[config.mk]
export PLATFORM = sky130hd
export DESIGN_NAME = key_scan_change_detector
export DESIGN_NICKNAME = d
export VERILOG_FILES = /design/src/rtl/core/kscd_pkg.sv /design/src/rtl/core/kscd_keymap.sv /design/src/rtl/core/kscd_core.sv /design/src/rtl/core/key_scan_change_detector.sv
export SDC_FILE = /design/constraint.sdc
export NUM_CORES = 1
export LEC_CHECK = 0
export ABC_AREA = 1
export ABC_CLOCK_PERIOD_IN_PS = 11400
export BUFFER_PORTS_ARGS = -buffer_cell sky130_fd_sc_hd__buf_2
export CORE_UTILIZATION = 45
export CTS_BUF_LIST = sky130_fd_sc_hd__clkbuf_8
export CTS_CLUSTER_SIZE = 24
export DETAILED_ROUTE_END_ITERATION = 10
export PLACE_DENSITY_LB_ADDON = 0.25
export SLEW_MARGIN = 20
export SYNTH_ARGS = -nofsm -noshare
export SYNTH_HDL_FRONTEND = slang
export SYNTH_HIERARCHICAL = 1
export SYNTH_SLANG_ARGS = --single-unit
[constraint.sdc]
create_clock -name clk -period 11.4 [get_ports clk]
set_input_delay 1.71 -clock clk [delete_from_list [all_inputs] [get_ports clk]]
set_output_delay 1.71 -clock clk [all_outputs]
set_load 0.02 [all_outputs]
[src/rtl/core/kscd_pkg.sv]
// Shared types and constants for the key scan change detector.
// No dependencies; imported by every module of the block.
`timescale 1ns / 1ps
`default_nettype none

package kscd_pkg;

  // Keys handled by one chained shift-register byte
  localparam int KEYS_PER_BYTE = 8;
  localparam int MAX_BYTES_DEF = 4;
  localparam int KEY_W         = 8;
  localparam int LED_W         = 32;
  localparam int LED_BYTES     = LED_W / 8;
  localparam int ACT_W         = 3;

  // Reset value of the active byte count
  localparam logic [ACT_W-1:0] ACTIVE_RST = 3'd4;

  // Command codes carried in the input tuser
  localparam logic [1:0] MODE_SCAN  = 2'd0;
  localparam logic [1:0] MODE_MAP   = 2'd1;
  localparam logic [1:0] MODE_HINT  = 2'd2;
  localparam logic [1:0] MODE_CLEAR = 2'd3;

  // Register select bit of the configuration address (bit 2 of paddr)
  localparam logic REG_ACTIVE = 1'b0;

  // One result item
  typedef struct packed {
    logic             is_event;
    logic [KEY_W-1:0] event_key;
    logic             event_press;
    logic             last_event;
    logic [LED_W-1:0] led_pattern;
  } kscd_res_t;

endpackage

`default_nettype wire

[src/rtl/core/kscd_keymap.sv]
// Key map memory: one write port, one read port with registered read data.
// Depends on kscd_pkg for the key code width and keys per byte.
`timescale 1ns / 1ps
`default_nettype none

module kscd_keymap import kscd_pkg::*; #(
  parameter int MAX_BYTES = MAX_BYTES_DEF,
  localparam int BW = (MAX_BYTES > 1) ? $clog2(MAX_BYTES) : 1,
  localparam int AW = BW + 3
) (
  input  wire logic             clk,
  input  wire logic             wr_en,
  input  wire logic [AW-1:0]    wr_addr,
  input  wire logic [KEY_W-1:0] wr_data,
  input  wire logic [AW-1:0]    rd_addr,
  output logic      [KEY_W-1:0] rd_data
);

  localparam int DEPTH = MAX_BYTES * KEYS_PER_BYTE;

  logic [KEY_W-1:0] mem [DEPTH];
  logic [KEY_W-1:0] rd_data_r;

  // Write on request, read every cycle
  always_ff @(posedge clk) begin
    if (wr_en) begin
      mem[wr_addr] <= wr_data;
    end
    rd_data_r <= mem[rd_addr];
  end

  assign rd_data = rd_data_r;

endmodule

`default_nettype wire

[src/rtl/core/kscd_core.sv]
// Sequencer for scan compare, map write, hint search and clear, with the
// shared map-entry compare unit and the output register.
// Depends on kscd_pkg and kscd_keymap.
`timescale 1ns / 1ps
`default_nettype none

module kscd_core import kscd_pkg::*; #(
  parameter int MAX_BYTES = MAX_BYTES_DEF
) (
  input  wire logic             clk,
  input  wire logic             rst_n,
  input  wire logic [ACT_W-1:0] active_bytes,
  input  wire logic             in_valid,
  output logic                  in_ready,
  input  wire logic [1:0]       in_mode,
  input  wire logic [1:0]       in_byte_index,
  input  wire logic [7:0]       in_scan_byte,
  input  wire logic [4:0]       in_map_index,
  input  wire logic [KEY_W-1:0] in_key_value,
  input  wire logic             in_press,
  output logic                  out_valid,
  input  wire logic             out_ready,
  output kscd_res_t             out_res
);

  localparam int BW = (MAX_BYTES > 1) ? $clog2(MAX_BYTES) : 1;
  localparam int AW = BW + 3;
  localparam int NW = ($clog2(MAX_BYTES + 1) > ACT_W) ? $clog2(MAX_BYTES + 1) : ACT_W;
  localparam int MW = AW + 5;

  localparam logic [2:0] ST_IDLE     = 3'd0;
  localparam logic [2:0] ST_SCAN_RD  = 3'd1;
  localparam logic [2:0] ST_SCAN_CHK = 3'd2;
  localparam logic [2:0] ST_FLUSH    = 3'd3;
  localparam logic [2:0] ST_HINT_RD  = 3'd4;
  localparam logic [2:0] ST_HINT_CHK = 3'd5;
  localparam logic [2:0] ST_REPORT   = 3'd6;

  // Control and state registers
  logic [2:0]       state_r, state_nxt;
  logic [7:0]       prev_r [MAX_BYTES];
  logic [7:0]       prev_nxt [MAX_BYTES];
  logic             seen_r [MAX_BYTES];
  logic             seen_nxt [MAX_BYTES];
  logic [7:0]       hint_r [MAX_BYTES];
  logic [7:0]       hint_nxt [MAX_BYTES];
  logic             pend_v_r, pend_v_nxt;
  logic             out_v_r, out_v_nxt;

  // Payload registers
  logic [BW-1:0]    bidx_r, bidx_nxt;
  logic [7:0]       diff_r, diff_nxt;
  logic [7:0]       scan_r, scan_nxt;
  logic [2:0]       bit_r, bit_nxt;
  logic [AW-1:0]    k_r, k_nxt;
  logic [KEY_W-1:0] kval_r, kval_nxt;
  logic             prs_r, prs_nxt;
  logic [KEY_W-1:0] pend_key_r, pend_key_nxt;
  logic             pend_press_r, pend_press_nxt;
  kscd_res_t        out_r, out_nxt;

  // Helpers
  logic [NW-1:0]    act_ext;
  logic [NW-1:0]    n_used;
  logic [NW-1:0]    nm1;
  logic [NW-1:0]    bidx_w;
  logic [BW-1:0]    bidx_in;
  logic             in_range;
  logic [MW-1:0]    mi_ext;
  logic             map_ok;
  logic             accept;
  logic             out_free;
  logic             wr_en;
  logic [AW-1:0]    rd_addr;
  logic [KEY_W-1:0] rd_data;
  logic             hit;
  logic             match;
  logic             adv;
  logic [BW-1:0]    hbyte;
  logic [LED_W-1:0] led_w;

  kscd_keymap #(.MAX_BYTES(MAX_BYTES)) u_keymap (
    .clk     (clk),
    .wr_en   (wr_en),
    .wr_addr (mi_ext[AW-1:0]),
    .wr_data (in_key_value),
    .rd_addr (rd_addr),
    .rd_data (rd_data)
  );

  // Clamp the active byte count to 1..MAX_BYTES
  assign act_ext = NW'(active_bytes);
  always_comb begin
    if (active_bytes == '0) begin
      n_used = NW'(1);
    end else if (act_ext > NW'(MAX_BYTES)) begin
      n_used = NW'(MAX_BYTES);
    end else begin
      n_used = act_ext;
    end
  end
  assign nm1 = n_used - NW'(1);

  // Decode the incoming transaction
  assign bidx_w   = NW'(in_byte_index);
  assign bidx_in  = bidx_w[BW-1:0];
  assign in_range = bidx_w < n_used;
  assign mi_ext   = MW'(in_map_index);
  assign map_ok   = mi_ext < MW'(MAX_BYTES * KEYS_PER_BYTE);

  assign in_ready = (state_r == ST_IDLE);
  assign accept   = in_valid && in_ready;
  assign out_free = !out_v_r || out_ready;
  assign wr_en    = accept && (in_mode == MODE_MAP) && map_ok;

  // Shared map read address and compare unit
  assign rd_addr = (state_r == ST_HINT_RD || state_r == ST_HINT_CHK) ? k_r : {bidx_r, bit_r};
  assign hit     = diff_r[bit_r] && (rd_data != '0);
  assign match   = (rd_data == kval_r);
  assign hbyte   = nm1[BW-1:0] - k_r[AW-1:3];

  // Pack the hint bytes into the LED word, byte zero lowest
  for (genvar b = 0; b < LED_BYTES; b++) begin : g_led
    if (b < MAX_BYTES) begin : g_on
      assign led_w[8*b +: 8] = hint_r[b];
    end else begin : g_off
      assign led_w[8*b +: 8] = '0;
    end
  end

  // Sequencer
  always_comb begin
    state_nxt      = state_r;
    prev_nxt       = prev_r;
    seen_nxt       = seen_r;
    hint_nxt       = hint_r;
    pend_v_nxt     = pend_v_r;
    out_v_nxt      = out_v_r && !out_ready;
    bidx_nxt       = bidx_r;
    diff_nxt       = diff_r;
    scan_nxt       = scan_r;
    bit_nxt        = bit_r;
    k_nxt          = k_r;
    kval_nxt       = kval_r;
    prs_nxt        = prs_r;
    pend_key_nxt   = pend_key_r;
    pend_press_nxt = pend_press_r;
    out_nxt        = out_r;
    adv            = 1'b1;

    case (state_r)
      ST_IDLE: begin
        if (accept) begin
          case (in_mode)
            MODE_SCAN: begin
              if (in_range) begin
                prev_nxt[bidx_in] = in_scan_byte;
                if (!seen_r[bidx_in]) begin
                  // First scan of this byte only sets the baseline
                  seen_nxt[bidx_in] = 1'b1;
                end else begin
                  diff_nxt  = prev_r[bidx_in] ^ in_scan_byte;
                  scan_nxt  = in_scan_byte;
                  bidx_nxt  = bidx_in;
                  bit_nxt   = '0;
                  state_nxt = ST_SCAN_RD;
                end
              end
            end
            MODE_HINT: begin
              kval_nxt  = in_key_value;
              prs_nxt   = in_press;
              k_nxt     = '0;
              state_nxt = ST_HINT_RD;
            end
            MODE_CLEAR: begin
              for (int b = 0; b < MAX_BYTES; b++) begin
                hint_nxt[b] = '0;
              end
              state_nxt = ST_REPORT;
            end
            default: begin
              // Map write goes straight to the memory port
              state_nxt = ST_IDLE;
            end
          endcase
        end
      end

      ST_SCAN_RD: begin
        state_nxt = ST_SCAN_CHK;
      end

      ST_SCAN_CHK: begin
        // Hold one event back so the final one can carry tlast
        if (hit) begin
          if (pend_v_r) begin
            if (out_free) begin
              out_v_nxt               = 1'b1;
              out_nxt.is_event        = 1'b1;
              out_nxt.event_key       = pend_key_r;
              out_nxt.event_press     = pend_press_r;
              out_nxt.last_event      = 1'b0;
              out_nxt.led_pattern     = led_w;
              pend_key_nxt            = rd_data;
              pend_press_nxt          = !scan_r[bit_r];
            end else begin
              adv = 1'b0;
            end
          end else begin
            pend_v_nxt     = 1'b1;
            pend_key_nxt   = rd_data;
            pend_press_nxt = !scan_r[bit_r];
          end
        end
        if (adv) begin
          if (bit_r == 3'd7) begin
            state_nxt = ST_FLUSH;
          end else begin
            bit_nxt   = bit_r + 3'd1;
            state_nxt = ST_SCAN_RD;
          end
        end
      end

      ST_FLUSH: begin
        if (!pend_v_r) begin
          state_nxt = ST_IDLE;
        end else if (out_free) begin
          out_v_nxt           = 1'b1;
          out_nxt.is_event    = 1'b1;
          out_nxt.event_key   = pend_key_r;
          out_nxt.event_press = pend_press_r;
          out_nxt.last_event  = 1'b1;
          out_nxt.led_pattern = led_w;
          pend_v_nxt          = 1'b0;
          state_nxt           = ST_IDLE;
        end
      end

      ST_HINT_RD: begin
        state_nxt = ST_HINT_CHK;
      end

      ST_HINT_CHK: begin
        // Stop at the first matching map position
        if (match) begin
          hint_nxt[hbyte][k_r[2:0]] = prs_r;
          state_nxt                 = ST_REPORT;
        end else if (k_r == {nm1[BW-1:0], 3'b111}) begin
          state_nxt = ST_REPORT;
        end else begin
          k_nxt     = k_r + AW'(1);
          state_nxt = ST_HINT_RD;
        end
      end

      ST_REPORT: begin
        if (out_free) begin
          out_v_nxt           = 1'b1;
          out_nxt.is_event    = 1'b0;
          out_nxt.event_key   = '0;
          out_nxt.event_press = 1'b0;
          out_nxt.last_event  = 1'b1;
          out_nxt.led_pattern = led_w;
          state_nxt           = ST_IDLE;
        end
      end

      default: begin
        state_nxt = ST_IDLE;
      end
    endcase
  end

  // Control and kept state
  always_ff @(posedge clk) begin
    if (!rst_n) begin
      state_r  <= ST_IDLE;
      pend_v_r <= 1'b0;
      out_v_r  <= 1'b0;
      for (int b = 0; b < MAX_BYTES; b++) begin
        prev_r[b] <= '0;
        seen_r[b] <= 1'b0;
        hint_r[b] <= '0;
      end
    end else begin
      state_r  <= state_nxt;
      pend_v_r <= pend_v_nxt;
      out_v_r  <= out_v_nxt;
      prev_r   <= prev_nxt;
      seen_r   <= seen_nxt;
      hint_r   <= hint_nxt;
    end
  end

  // Payload
  always_ff @(posedge clk) begin
    bidx_r       <= bidx_nxt;
    diff_r       <= diff_nxt;
    scan_r       <= scan_nxt;
    bit_r        <= bit_nxt;
    k_r          <= k_nxt;
    kval_r       <= kval_nxt;
    prs_r        <= prs_nxt;
    pend_key_r   <= pend_key_nxt;
    pend_press_r <= pend_press_nxt;
    out_r        <= out_nxt;
  end

  assign out_valid = out_v_r;
  assign out_res   = out_r;

endmodule

`default_nettype wire

[src/rtl/core/key_scan_change_detector.sv]
// Key scan change detector top level: stream ports, APB register, core.
// Map write, out-of-range scan, baseline scan: core stays idle. Later scan: each key
// bit read and checked, then flush. Hint: map entries read and checked, up to 8*n
// (n = active bytes), then report. Clear: report. out_tready can stall any result.
// One transaction at a time: no input is taken until the last is done. Reset: sync
// rst_n clears scans, baselines and hint bitmap, sets active_bytes to 4; not key map.
`timescale 1ns / 1ps
`default_nettype none

module key_scan_change_detector import kscd_pkg::*; #(
  parameter int MAX_BYTES = MAX_BYTES_DEF
) (
  input  wire logic        clk,
  input  wire logic        rst_n,
  // Input stream
  input  wire logic        in_tvalid,
  output logic             in_tready,
  // [1:0] byte_index, [9:2] scan_byte, [14:10] map_index, [22:15] key_value, [23] press
  input  wire logic [23:0] in_tdata,
  // [1:0] mode
  input  wire logic [1:0]  in_tuser,
  // Result stream
  output logic             out_tvalid,
  input  wire logic        out_tready,
  // [7:0] event_key, [8] event_press, [40:9] led_pattern, [47:41] zero
  output logic [47:0]      out_tdata,
  // [0] is_event
  output logic             out_tuser,
  output logic             out_tlast,
  // Configuration port
  input  wire logic        cfg_psel,
  input  wire logic        cfg_penable,
  input  wire logic        cfg_pwrite,
  input  wire logic [2:0]  cfg_paddr,
  input  wire logic [31:0] cfg_pwdata,
  output logic [31:0]      cfg_prdata,
  output logic             cfg_pready
);

  logic [ACT_W-1:0] active_r;
  logic             cfg_wr;
  kscd_res_t        res;

  // Register write and readback
  assign cfg_pready = 1'b1;
  assign cfg_wr     = cfg_psel && cfg_penable && cfg_pwrite && cfg_pready;

  always_ff @(posedge clk) begin
    if (!rst_n) begin
      active_r <= ACTIVE_RST;
    end else if (cfg_wr && (cfg_paddr[2] == REG_ACTIVE)) begin
      active_r <= cfg_pwdata[ACT_W-1:0];
    end
  end

  assign cfg_prdata = (cfg_paddr[2] == REG_ACTIVE) ? {{(32-ACT_W){1'b0}}, active_r} : '0;

  kscd_core #(.MAX_BYTES(MAX_BYTES)) u_core (
    .clk           (clk),
    .rst_n         (rst_n),
    .active_bytes  (active_r),
    .in_valid      (in_tvalid),
    .in_ready      (in_tready),
    .in_mode       (in_tuser),
    .in_byte_index (in_tdata[1:0]),
    .in_scan_byte  (in_tdata[9:2]),
    .in_map_index  (in_tdata[14:10]),
    .in_key_value  (in_tdata[22:15]),
    .in_press      (in_tdata[23]),
    .out_valid     (out_tvalid),
    .out_ready     (out_tready),
    .out_res       (res)
  );

  // Pack the result transaction
  assign out_tdata = {7'b0, res.led_pattern, res.event_press, res.event_key};
  assign out_tuser = res.is_event;
  assign out_tlast = res.last_event;

endmodule

`default_nettype wire
==> impl_metrics.toml, run 1 <==
[critical_path]
path_max_fanout = 5
r2r-start = "u_core/state_r[0]"
cp.required_ns = 9.69
r2r-end = "u_core/u_keymap/rd_data[1]"
crit_path_start_kind = "input port"
reg2reg_slack_ns = 7.81
arrival_ns = 2.11
critPathCaptureType = "output port"
critPathKind = "in2out"
r2r_cells = 14

[detailed_routing]
wl_per_cell_um = 16.4
first_iter_violations = 1039
drt-total-wl_mm = 39.8
drc = 0
firstDrtPassIters = 5
vias_per_cell = 5.14
num_vias = 12466
ant_nets = 0

[synth]
yosysUniqueCellTypes = 39
synth_seq_cells = 427
ys.flop_type = "edfxtp_1"
netlist_instances = 1763
avgSynthCellArea_um2 = 10.4
async_flop_share = 0
synth_area_um2 = 18300
synth_edf_count = 343
yosysWarnings = 6
seq_area_frac_synth = 0.655

[place]
gp_congestion = 0.859
hpwl_mm = 23.9
dp.cells = 2297
numPortBuffers = 84

[grt]
overflow = 0
grt_max_degree = 90
antenna_found_initial = 3
grt.total_usage = 0.195
first_global_vias = 11683
grt_pass1_wl_mm = 62.9

[finish]
area_delta_synth_final_pct = 9.60
layout.nets = 1918
stdcell_count = 2425
multi_input_area_um2 = 5280
drive_gt1_frac = 0.114
n_fill_cell = 3585
regArea_um2 = 12000

[sta]
max_freq_mhz = 262
rsz0062_at_grt = "false"
fin_crit_sh = 0.335
drv_slew = 0
clock_skew_ns = 0.0236
setup_viol = 0
tns_ns = 0
tightest_slew_ns = 1.13
relSlewSlack = 0.238
hold_viol_final = 0
layout_min_cycle_time_ns = 3.82

[clock_network]
clock_latency_ns = 0.61
numCtsBuffers = 71
cts_buffer_depth = 3
cts.repair.resized = 0
post_cts_buffers = 0
path_clk_slew_ns = 0.05
cts.sinks = 427
cts_hold_buf = 0
tritoncts = "yes"
htreeDepth = 3
root_buffer = "clkbuf_8"

[die]
die_area_um2 = 41400
core_area_um2 = 39900
die_h_um = 204
rows = 73
initial_core_util = 0.458
ios = 153
die_w_um = 204

[worst_hold_path]
hold_end = "u_core/out_res[9]"
hp-start = "u_core/hint_r[17]"
hold_path_depth = 0
hp-class = "reg2reg"

[power]
vdd.ir_drop.worst_mv = 0.0646
power_leakage_uw = 0.00760
cellPowerDensity_nw_per_um2 = 164

[job]
drv_cap = 0

[status]
status = "complete, no violations"
-- synth_stat cells (all sizes together), types with 5 or more instances --
master / instances / share of area
nor3: 15 / 0.0050
a22oi: 12 / 0.0049
ha: 5 / 0.0034
nand2: 571 / 0.12
nor2: 95 / 0.022
inv: 77 / 0.016
nand3: 260 / 0.072
dfxtp: 84 / 0.092
xor2: 11 / 0.0053
buf: 99 / 0.042
edfxtp: 343 / 0.56
clkbuf: 25 / 0.0052
o21ai: 33 / 0.0090
clkinv: 8 / 0.0017
nand4: 42 / 0.015
a21oi: 70 / 0.019
-- power by group --
group,internal (µW),leakage (µW),total [µW],switching (µW)
combinational,91.0,0.00307,349,258
sequential,1710,0.00378,1730,17.9
clock,620,0.000759,1200,583
total,2420,0.00760,3280,859
-- per-layer routing --
metal | wire [µm] | track usage
met1 | 17600 | 0.263
met2 | 18700 | 0.310
met3 | 2490 | 0.0420
met4 | 916 | 0.0725
met5 | 34 | 0
-- stage by stage --
step	total power, µW	utilization	hold slack (ns)	setup WS, ns	instance area, µm²
finish	3280	0.502	0.431	7.58	20000
detailed placement	2100	0.470	0.418	6.98	18800
global placement	2100	0.470	0.419	7.06	18800
CTS	3310	0.502	0.433	7.57	20000
floorplan	2020	-	0.409	6.94	18400
global route	3420	0.502	0.445	7.51	20000
-- state kept, by name (all words and copies together) (netlist names), 2 cells and up --
name	flops
active_r	3
u_core/out_res	43
u_core/bidx_r	2
u_core/u_keymap/mem	256
u_core/pend_key_r	8
u_core/u_keymap/rd_data	8
u_core/diff_r	8
u_core/scan_r	8
u_core/state_r	3
u_core/k_r	5
u_core/bit_r	3
u_core/prev_r	32
u_core/hint_r	32
u_core/seen_r	4
u_core/kval_r	8
-- cell families (layout without fill, tap and decap cells) --
kind of cell	Yosys count	count (layout)	synth area share
buffers and inverters	209	309	0.0652
AO/OA/AOI/OAI	120	120	0.0352
flip-flops	427	427	0.655
other	2	39	0.000411
XOR/XNOR	14	14	0.00671
adder cells (fa/ha/maj)	5	5	0.00342
AND/OR/NAND/NOR	986	986	0.234
-- final cells by class --
type / instances / area share
clock inverters: 53 / 0.0131
inverters: 85 / 0.0160
multi-input cells: 1162 / 0.264
repair buffers: 98 / 0.0262
flip-flops and latches: 427 / 0.598
well taps: 525 / 0.0328
clock buffers: 73 / 0.0501
diodes: 2 / 0.000250
-- placed cells by master, fill, tap and decap left out, types with 2 or more instances in the layout --
master | Yosys | layout
inv_2 | 7 | 6
nand2_1 | 566 | 565
clkinv_2 | 1 | 7
nor3_1 | 13 | 13
nor2_1 | 87 | 87
edfxtp_1 | 343 | 343
a31oi_1 | 2 | 2
buf_2 | 23 | 84
nand4_1 | 41 | 41
nor2_4 | 5 | 5
clkinvlp_4 | 0 | 2
xor2_1 | 11 | 11
o21ai_0 | 33 | 29
a22oi_1 | 12 | 12
dfxtp_1 | 84 | 84
a21oi_1 | 70 | 69
inv_6 | 0 | 3
diode_2 | 0 | 2
nand3_1 | 257 | 257
o21ai_4 | 0 | 2
xnor2_1 | 3 | 3
inv_1 | 70 | 101
ha_1 | 5 | 5
conb_1 | 2 | 37
clkbuf_8 | 0 | 73
nand3_2 | 3 | 3
buf_4 | 44 | 14
nor2_2 | 3 | 3
nand2_2 | 4 | 5
clkinv_1 | 7 | 17
-- critical path, cell delays in order --
cell and delay, ns:
buf_2 0.13, nor2_1 0.10, buf_2 0.17
-- worst max path at each step --
stage	slack [ns]	cells after the start	end	start
final	7.58	3	cfg_prdata[1]	cfg_paddr[2]
after detailed placement	6.98	5	u_core/u_keymap/mem[31][4]	in_tvalid
after global routing	7.51	5	u_core/u_keymap/mem[28][3]	in_tvalid
after floorplan	6.94	4	u_core/out_res[0]	out_tready
after CTS	7.57	3	cfg_prdata[1]	cfg_paddr[2]
after global placement	7.06	5	u_core/u_keymap/mem[31][3]	in_tvalid
No activity file was read; power rests on OpenSTA's default activity.
==> inputs of run 2 (changes only) <==
ABC_CLOCK_PERIOD_IN_PS = 3660   (was 11400)
clock period = 3.66 ns   (was 11.4 ns; I/O delays follow)
==> impl_metrics.toml, run 2 (synthesis gave the netlist of run 1 again) <==
[status]
status = "complete, no violations"

[detailed_routing]
wl_per_cell_um = 16.5
first_iter_violations = 1013
vias_per_cell = 5.18
drc = 0
num_vias = 12687
ant_nets = 0
drt-total-wl_mm = 40.4
firstDrtPassIters = 7

[place]
numPortBuffers = 84
gp_congestion = 0.862
hpwl_mm = 24.4
dp.cells = 2329

[grt]
grt.total_usage = 0.199
first_global_vias = 11853
antenna_found_initial = 2
overflow = 0
grt_max_degree = 129
grt_pass1_wl_mm = 64.2

[sta]
holdWs_ns = 0.150
fin_crit_sh = 0.833
relSlewSlack = 0.308
max_freq_mhz = 328
rsz0062_at_grt = "false"
setup_viol = 0
hold_viol_final = 0
layout_min_cycle_time_ns = 3.05
drv_slew = 0
clock_skew_ns = 0.0295
tns_ns = 0
tightest_slew_ns = 1.03

[die]
core_area_um2 = 39900
die_w_um = 204
die_area_um2 = 41400
initial_core_util = 0.458
die_h_um = 204
rows = 73
ios = 153

[finish]
layout.nets = 1948
n_fill_cell = 3527
most-common-layout-cells = "nand2_1 (566), edfxtp_1 (343), nand3_1 (257)"
final_common_cell = "nand2_1"
regMostFlops = "u_core/u_keymap/mem"
area_delta_synth_final_pct = 10.8
regArea_um2 = 12000
antenna_cells = 0
stdcell_count = 2451
largest_reg_flops = 256
drive_gt1_frac = 0.127
multi_input_area_um2 = 5280

[critical_path]
critPathKind = "reg2reg"
path_max_fanout = 44
cp.required_ns = 4.15
cpMaxStageDelayCell = "o21ai_4"
slowest_delay_ns = 0.64
crit_chain = "inv_2 > nand3_2 > nand2_1 > o21ai_4 > buf_4 > nand3_1 > nand3_1 > nand2_1 > nand2_1 > nand2_1 > nand2_1 > nand2_1"
critPathCaptureType = "register"
arrival_ns = 3.54
cp_common_cell = "nand2_1"
crit_path_start_kind = "register"

[clock_network]
cts.sinks = 427
htreeDepth = 3
cts_hold_buf = 0
post_cts_buffers = 0
cts_buffer_depth = 3
tritoncts = "yes"
clock_latency_ns = 0.61
root_buffer = "clkbuf_8"
cts.repair.resized = 0
path_clk_slew_ns = 0.06
numCtsBuffers = 69

[power]
vdd.ir_drop.worst_mv = 0.258
power_uw = 10100
cellPowerDensity_nw_per_um2 = 499
power_leakage_uw = 0.00775

[job]
drv_cap = 0

[worst_hold_path]
hp-class = "in2reg"
run 2: cell type report:
class | instances | area share
Multi-Input combinational cell | 1162 | 0.260
Clock inverter | 50 | 0.0106
Inverter | 85 | 0.0159
Timing Repair Buffer | 130 | 0.0403
Tap cell | 525 | 0.0324
Sequential cell | 427 | 0.591
Clock buffer | 72 | 0.0489
run 2: final timing paths:
| kind | start | endpoint | slack [ns] | depth (start not counted) |
|---|---|---|---|---|
| max reg2reg | u_core/state_r[1] | u_core/u_keymap/rd_data[1] | 0.61 | 12 |
| min reg2reg | u_core/hint_r[28] | u_core/out_res[4] | 0.43 | 0 |
| min | in_tdata[23] | u_core/prs_r | 0.15 | 1 |
| max | u_core/state_r[1] | u_core/u_keymap/rd_data[1] | 0.61 | 12 |
run 2: layer usage:
layer	track usage	vias up	part of all wire
met4	0.0698	4	0.022
met2	0.317	403	0.47
li1	-	6195	-
met1	0.270	6014	0.44
met3	0.0412	71	0.062
met5	0	-	0.00062
run 2: stage by stage:
stage,cell area [µm²],worst slack [ns],util
2_1_floorplan,18400,0.0522,-
6_report,20300,0.610,0.508
3_3_place_gp,19100,0.672,0.477
5_1_grt,20300,0.412,0.508
4_1_cts,20300,0.625,0.508
3_5_place_dp,19100,0.639,0.477
run 2: report_power, final:
group / internal, µW / leakage [µW] / total (µW) / switching [µW]
combinational: 303 / 0.00325 / 1110 / 810
sequential: 5320 / 0.00378 / 5370 / 51.2
clock: 1820 / 0.000722 / 3620 / 1800
total: 7440 / 0.00775 / 10100 / 2660
run 2: critical path: cells and delay by family (launching register included):
family	cells	cell delay, ns
AOI/OAI and AO/OA	1	0.64
DFF	1	0.43
buffers and inverters	2	0.68
and+or+nand+nor	9	1.14
